$ cat config.mk
export PLATFORM = sky130hd
export DESIGN_NAME = tcw_ctrl
export DESIGN_NICKNAME = d
export VERILOG_FILES = /design/src/rtl/tcw_pkg.sv /design/src/rtl/tcw_ctrl.sv
export SDC_FILE = /design/constraint.sdc
export NUM_CORES = 1
export LEC_CHECK = 0
export ABC_AREA = 0
export BUFFER_PORTS_ARGS = -buffer_cell sky130_fd_sc_hd__buf_2
export CELL_PAD_IN_SITES_DETAIL_PLACEMENT = 0
export CELL_PAD_IN_SITES_GLOBAL_PLACEMENT = 2
export CORE_MARGIN = 2
export CORE_UTILIZATION = 17
export CTS_CLUSTER_DIAMETER = 50
export DETAILED_ROUTE_END_ITERATION = 12
export GPL_TIMING_DRIVEN = 0
export PLACE_DENSITY = 0.77
export SYNTH_ARGS = -nofsm -noshare
export SYNTH_HDL_FRONTEND = slang
export SYNTH_SLANG_ARGS = --single-unit
$ cat constraint.sdc
create_clock -name clk -period 3.4 [get_ports clk]
set_input_delay 0.17 -clock clk [delete_from_list [all_inputs] [get_ports clk]]
set_output_delay 0.17 -clock clk [all_outputs]
set_load 0.02 [all_outputs]
$ cat src/rtl/tcw_pkg.sv
// Shared types and constants for the text console writer.
package tcw_pkg;

	localparam int KIND_W = 2;
	localparam int CHAR_W = 8;
	localparam int COLOR_W = 4;
	localparam int INDEX_W = 11;
	localparam int ATTR_W = 8;
	localparam int CELL_W = CHAR_W + ATTR_W;

	localparam logic [KIND_W-1:0] KIND_PUT = 2'd0;
	localparam logic [KIND_W-1:0] KIND_CLEAR = 2'd1;
	localparam logic [KIND_W-1:0] KIND_READ = 2'd2;

	localparam logic [CHAR_W-1:0] CH_NULL = 8'd0;
	localparam logic [CHAR_W-1:0] CH_TAB = 8'd9;
	localparam logic [CHAR_W-1:0] CH_NEWLINE = 8'd10;
	localparam logic [CHAR_W-1:0] CH_SPACE = 8'd32;

	localparam logic REG_FORE_COLOR = 1'b0;
	localparam logic REG_BACK_COLOR = 1'b1;

	typedef struct packed {
		logic load;
		logic put;
		logic tab_put;
		logic newline;
		logic sweep_start;
		logic sweep_clear;
		logic sweep_step;
		logic resp_load;
	} tcw_cmd_t;

	typedef struct packed {
		logic [KIND_W-1:0] kind;
		logic is_null;
		logic is_newline;
		logic is_tab;
		logic tab_cross;
		logic col_zero;
		logic phase_last;
		logic adv_wrap;
		logic nl_wrap;
		logic sweep_last;
		logic out_busy;
	} tcw_status_t;

endpackage

$ cat src/rtl/tcw_ctrl.sv
// Controller state machine for the text console writer.
module tcw_ctrl import tcw_pkg::*; (
	input  logic        clk,
	input  logic        arst_n,
	input  logic        in_valid,
	output logic        in_ready,
	input  tcw_status_t status,
	output tcw_cmd_t    cmd
);

	localparam logic [2:0] ST_INIT = 3'd0;
	localparam logic [2:0] ST_IDLE = 3'd1;
	localparam logic [2:0] ST_DECODE = 3'd2;
	localparam logic [2:0] ST_TAB = 3'd3;
	localparam logic [2:0] ST_SWEEP = 3'd4;
	localparam logic [2:0] ST_RESP = 3'd5;

	logic [2:0] state_q;
	logic [2:0] state_d;

	always_comb begin
		cmd = '0;
		state_d = state_q;
		in_ready = 1'b0;
		case (state_q)
			ST_INIT: begin
				cmd.sweep_step = 1'b1;
				if (status.sweep_last) begin
					state_d = ST_IDLE;
				end
			end
			ST_IDLE: begin
				in_ready = 1'b1;
				if (in_valid) begin
					cmd.load = 1'b1;
					state_d = ST_DECODE;
				end
			end
			ST_DECODE: begin
				state_d = ST_RESP;
				case (status.kind)
					KIND_PUT: begin
						if (status.is_null) begin
							state_d = ST_RESP;
						end else if (status.is_newline || (status.is_tab && status.tab_cross)) begin
							cmd.newline = 1'b1;
							if (status.nl_wrap) begin
								cmd.sweep_start = 1'b1;
								state_d = ST_SWEEP;
							end
						end else if (status.is_tab) begin
							if (!status.col_zero) begin
								state_d = ST_TAB;
							end
						end else begin
							cmd.put = 1'b1;
							if (status.adv_wrap) begin
								cmd.sweep_start = 1'b1;
								state_d = ST_SWEEP;
							end
						end
					end
					KIND_CLEAR: begin
						cmd.sweep_start = 1'b1;
						cmd.sweep_clear = 1'b1;
						state_d = ST_SWEEP;
					end
					default: begin
						state_d = ST_RESP;
					end
				endcase
			end
			ST_TAB: begin
				cmd.tab_put = 1'b1;
				if (status.phase_last) begin
					state_d = ST_RESP;
				end
			end
			ST_SWEEP: begin
				cmd.sweep_step = 1'b1;
				if (status.sweep_last) begin
					state_d = ST_RESP;
				end
			end
			ST_RESP: begin
				if (!status.out_busy) begin
					cmd.resp_load = 1'b1;
					state_d = ST_IDLE;
				end
			end
			default: begin
				state_d = ST_IDLE;
			end
		endcase
	end

	always_ff @(posedge clk or negedge arst_n) begin
		if (!arst_n) begin
			state_q <= ST_INIT;
		end else begin
			state_q <= state_d;
		end
	end

endmodule

==> out/results.ini <==
[outcome]
outcome = finished, final reports clean

[drt]
drt-initial-drc-count = 6
vias_per_cell = 4.474
wl_per_cell_um = 10.97
wl_met1_um = 361
wl_met3_um = 66
wl_met2_um = 421
vias = 349
drcViolationCount = 0
ant_nets = 0
highest_layer = met4
dr.pass1.iters = 4
finalWirelength_um = 856

[synthesis]
synth_cells = 34
syn_avg_cell_area_um2 = 7.986
yosys.area.top_type_share_pct = 27.65
synthMuxAreaShare_pct = 0
synth-xor-area-share_pct = 0
ys_seq_area_share_pct = 27.65
synth.yosys.warnings = 0
syn_area_um2 = 271.5
synth_top_area_cell = dfrtp_1
synth-compound-area-share_pct = 21.20
synthAdderAreaFrac_pct = 0
synth-seq-cells = 3
synth_area_leaders = dfrtp_1 28%, or4b_1 7.4%, inv_1 6.9%
ys_types = 19
synth_simple_gate_area_share_pct = 40.09
synth_nets = 49
synth_top_family_by_area = simple AND/OR/NAND/NOR gates

[critical_path]
crit_fanout = 5
startpoint_type = register
r2r-start = state_q[0]
critPathLaunch = state_q[2]
crit_arrival_ps = 1570
criticalPathCategory = reg -> out
cp.required_ps = 3230
cp-end-kind = output port

[sta]
post-route-period-util_pct = 51.30
timing.fmax_ghz = 0.5733
skew_ps = 4.041
fin_crit_ps = 1744
drv_slew = 0
rsz0062_at_grt = false
tightestPinTransition_ps = 444.3
setup-violations-final = 0
hold_viol = 0
tns_ps = 0
slew_headroom_pct = 70.00

[finish]
largest_reg_flops = 3
n_antenna_cell = 0
largest_registers = state_q x3
layout.nets = 78
areaGrowthSynthToFinish_pct = 63.13
stdcell_count = 78
regMostFlops = state_q
layout-drive-gt1-share_pct = 45.16
final_area_um2 = 442.9
fin_util_pct = 29.40

[global_routing]
grt_max_degree = 11
grt_pass1_vias = 332
grt_pass1_wl_mm = 1.414
grt_overflow = 0
antenna_found_initial = 0
track_usage_pct = 10.60

[clocking]
cts_root_buf = clkbuf_4
clk_pin_slew_worst_paths_ps = 40
cts_buffers = 3
htree_num_levels = 1
cts.sinks = 3
cts_tree = done
clk-insertion-delay-late_ps = 230
cts_resized = 0
post_cts_buffers = 0
clockBufferDepth = 2

[power_and_ir_drop]
peakVddDrop_v = 0.0003013
swShare_pct = 45.05
combPwrFrac_pct = 58.5
p_clk_share_pct = 19.6
internal_power_w = 0.0001729
leakage_nw = 0.2350
switching_power_w = 0.0001417
power_frac_seq_pct = 21.8
powerDensity_mw_per_mm2 = 710.3

[floorplan]
start_util_pct = 18.02
ios = 24
die_x_um = 43.97
core_mm2 = 0.001506
dieArea_mm2 = 0.001933
rows = 14
die_h_um = 43.97

[place]
placed_cell_area_um2 = 406.6
placedCellCount = 73
hpwl_um = 724.2
place_congestion = 0.6997
port_buffers = 23

[flow_run]
maxCapViolations = 0

[worst_hold_path]
hold_path.class = in -> async

-- power by group through the flow --
stage	Clock (W)	Sequential (W)	Combinational (W)
2_1_floorplan	0	0.0000646	0.000133
3_3_place_gp	0	0.0000677	0.000186
3_5_place_dp	0	0.0000691	0.000187
4_1_cts	0.0000667	0.0000686	0.000189
5_1_grt	0.0000684	0.0000710	0.000211
6_report	0.0000618	0.0000687	0.000184
-- worst max-delay path, stage by stage, from the launching register on --
cell and delay [ps]:
dfrtp_1 400, nand2b_1 230, nor3_1 260, nor4b_1 240
buf_2 210
-- synthesized netlist by cell type --
cell type,count
inv_1,5
nor2_1,4
dfrtp_1,3
a211oi_1,2
a21oi_1,2
nand2b_1,2
nor3_1,2
nor4_1,2
or4b_1,2
a31o_1,1
and2_1,1
and2b_2,1
buf_6,1
nor4b_1,1
o22a_1,1
o22ai_1,1
o311ai_0,1
or2b_1,1
or4_1,1
-- logic make-up after synthesis --
family	count (synthesis)
DFF	3
AOI/OAI and AO/OA	8
buffers and inverters	6
and+or+nand+nor	17
-- per-layer routing --
metal	vias to the layer above	track usage, %
met5	-	0
met4	0	9.091
met3	2	2.500
met2	11	15.00
met1	152	13.28
li1	184	-
-- final cells by class --
type                       instances  area [um2]
fill                             179        1064
inverter                           5       18.77
buffer                             1       11.26
multi-input combinational         25       166.4
sequential                         3       75.07
tap                               16       20.02
clock buffer                       4       26.28
timing repair buffer              24       125.1
-- what timing repair did --
action	in CTS	in global routing
endpoints found under the hold margin	3	0
endpoints found under the setup margin	0	0
hold buffers	1	0
-- per-stage QoR --
stage / total power (W) / setup WS, ps / hold slack [ps]
CTS: 0.0003246 / 1604 / 249.7
global route: 0.0003503 / 1435 / 257.3
floorplan: 0.0001974 / 1714 / -125.6
global placement: 0.0002534 / 1858 / -32.95
detailed placement: 0.0002563 / 1870 / -27.95
finish: 0.0003146 / 1656 / 264.8
-- worst paths after layout --
| kind | endpoint | slack (ps) | depth (start not counted) |
|---|---|---|---|
| worst min-delay path | state_q[1] | 260 | 2 |
| worst max-delay path | cmd[4] | 1660 | 4 |
| worst max register to register | state_q[2] | 1880 | 4 |
| worst min register to register | state_q[2] | 640 | 1 |
| max in group asynchronous | state_q[0] | 3020 | 2 |
| min in group clk | state_q[1] | 270 | 3 |
-- placed cells by master, fill, tap and decap left out --
cell	n
nor3_1	2
o22ai_1	1
dfrtp_1	3
clkbuf_1	1
dlygate4sd3_1	1
and2b_2	1
buf_2	23
nand2b_1	2
nor4_1	2
nor2_1	4
nor4b_1	1
buf_6	1
or4_1	1
a31o_1	1
o22a_1	1
a21oi_1	2
a211oi_1	2
inv_1	5
clkbuf_4	3
o311ai_0	1
or2b_1	1
or4b_1	2
and2_1	1
No activity file was read; power rests on OpenSTA's default activity.
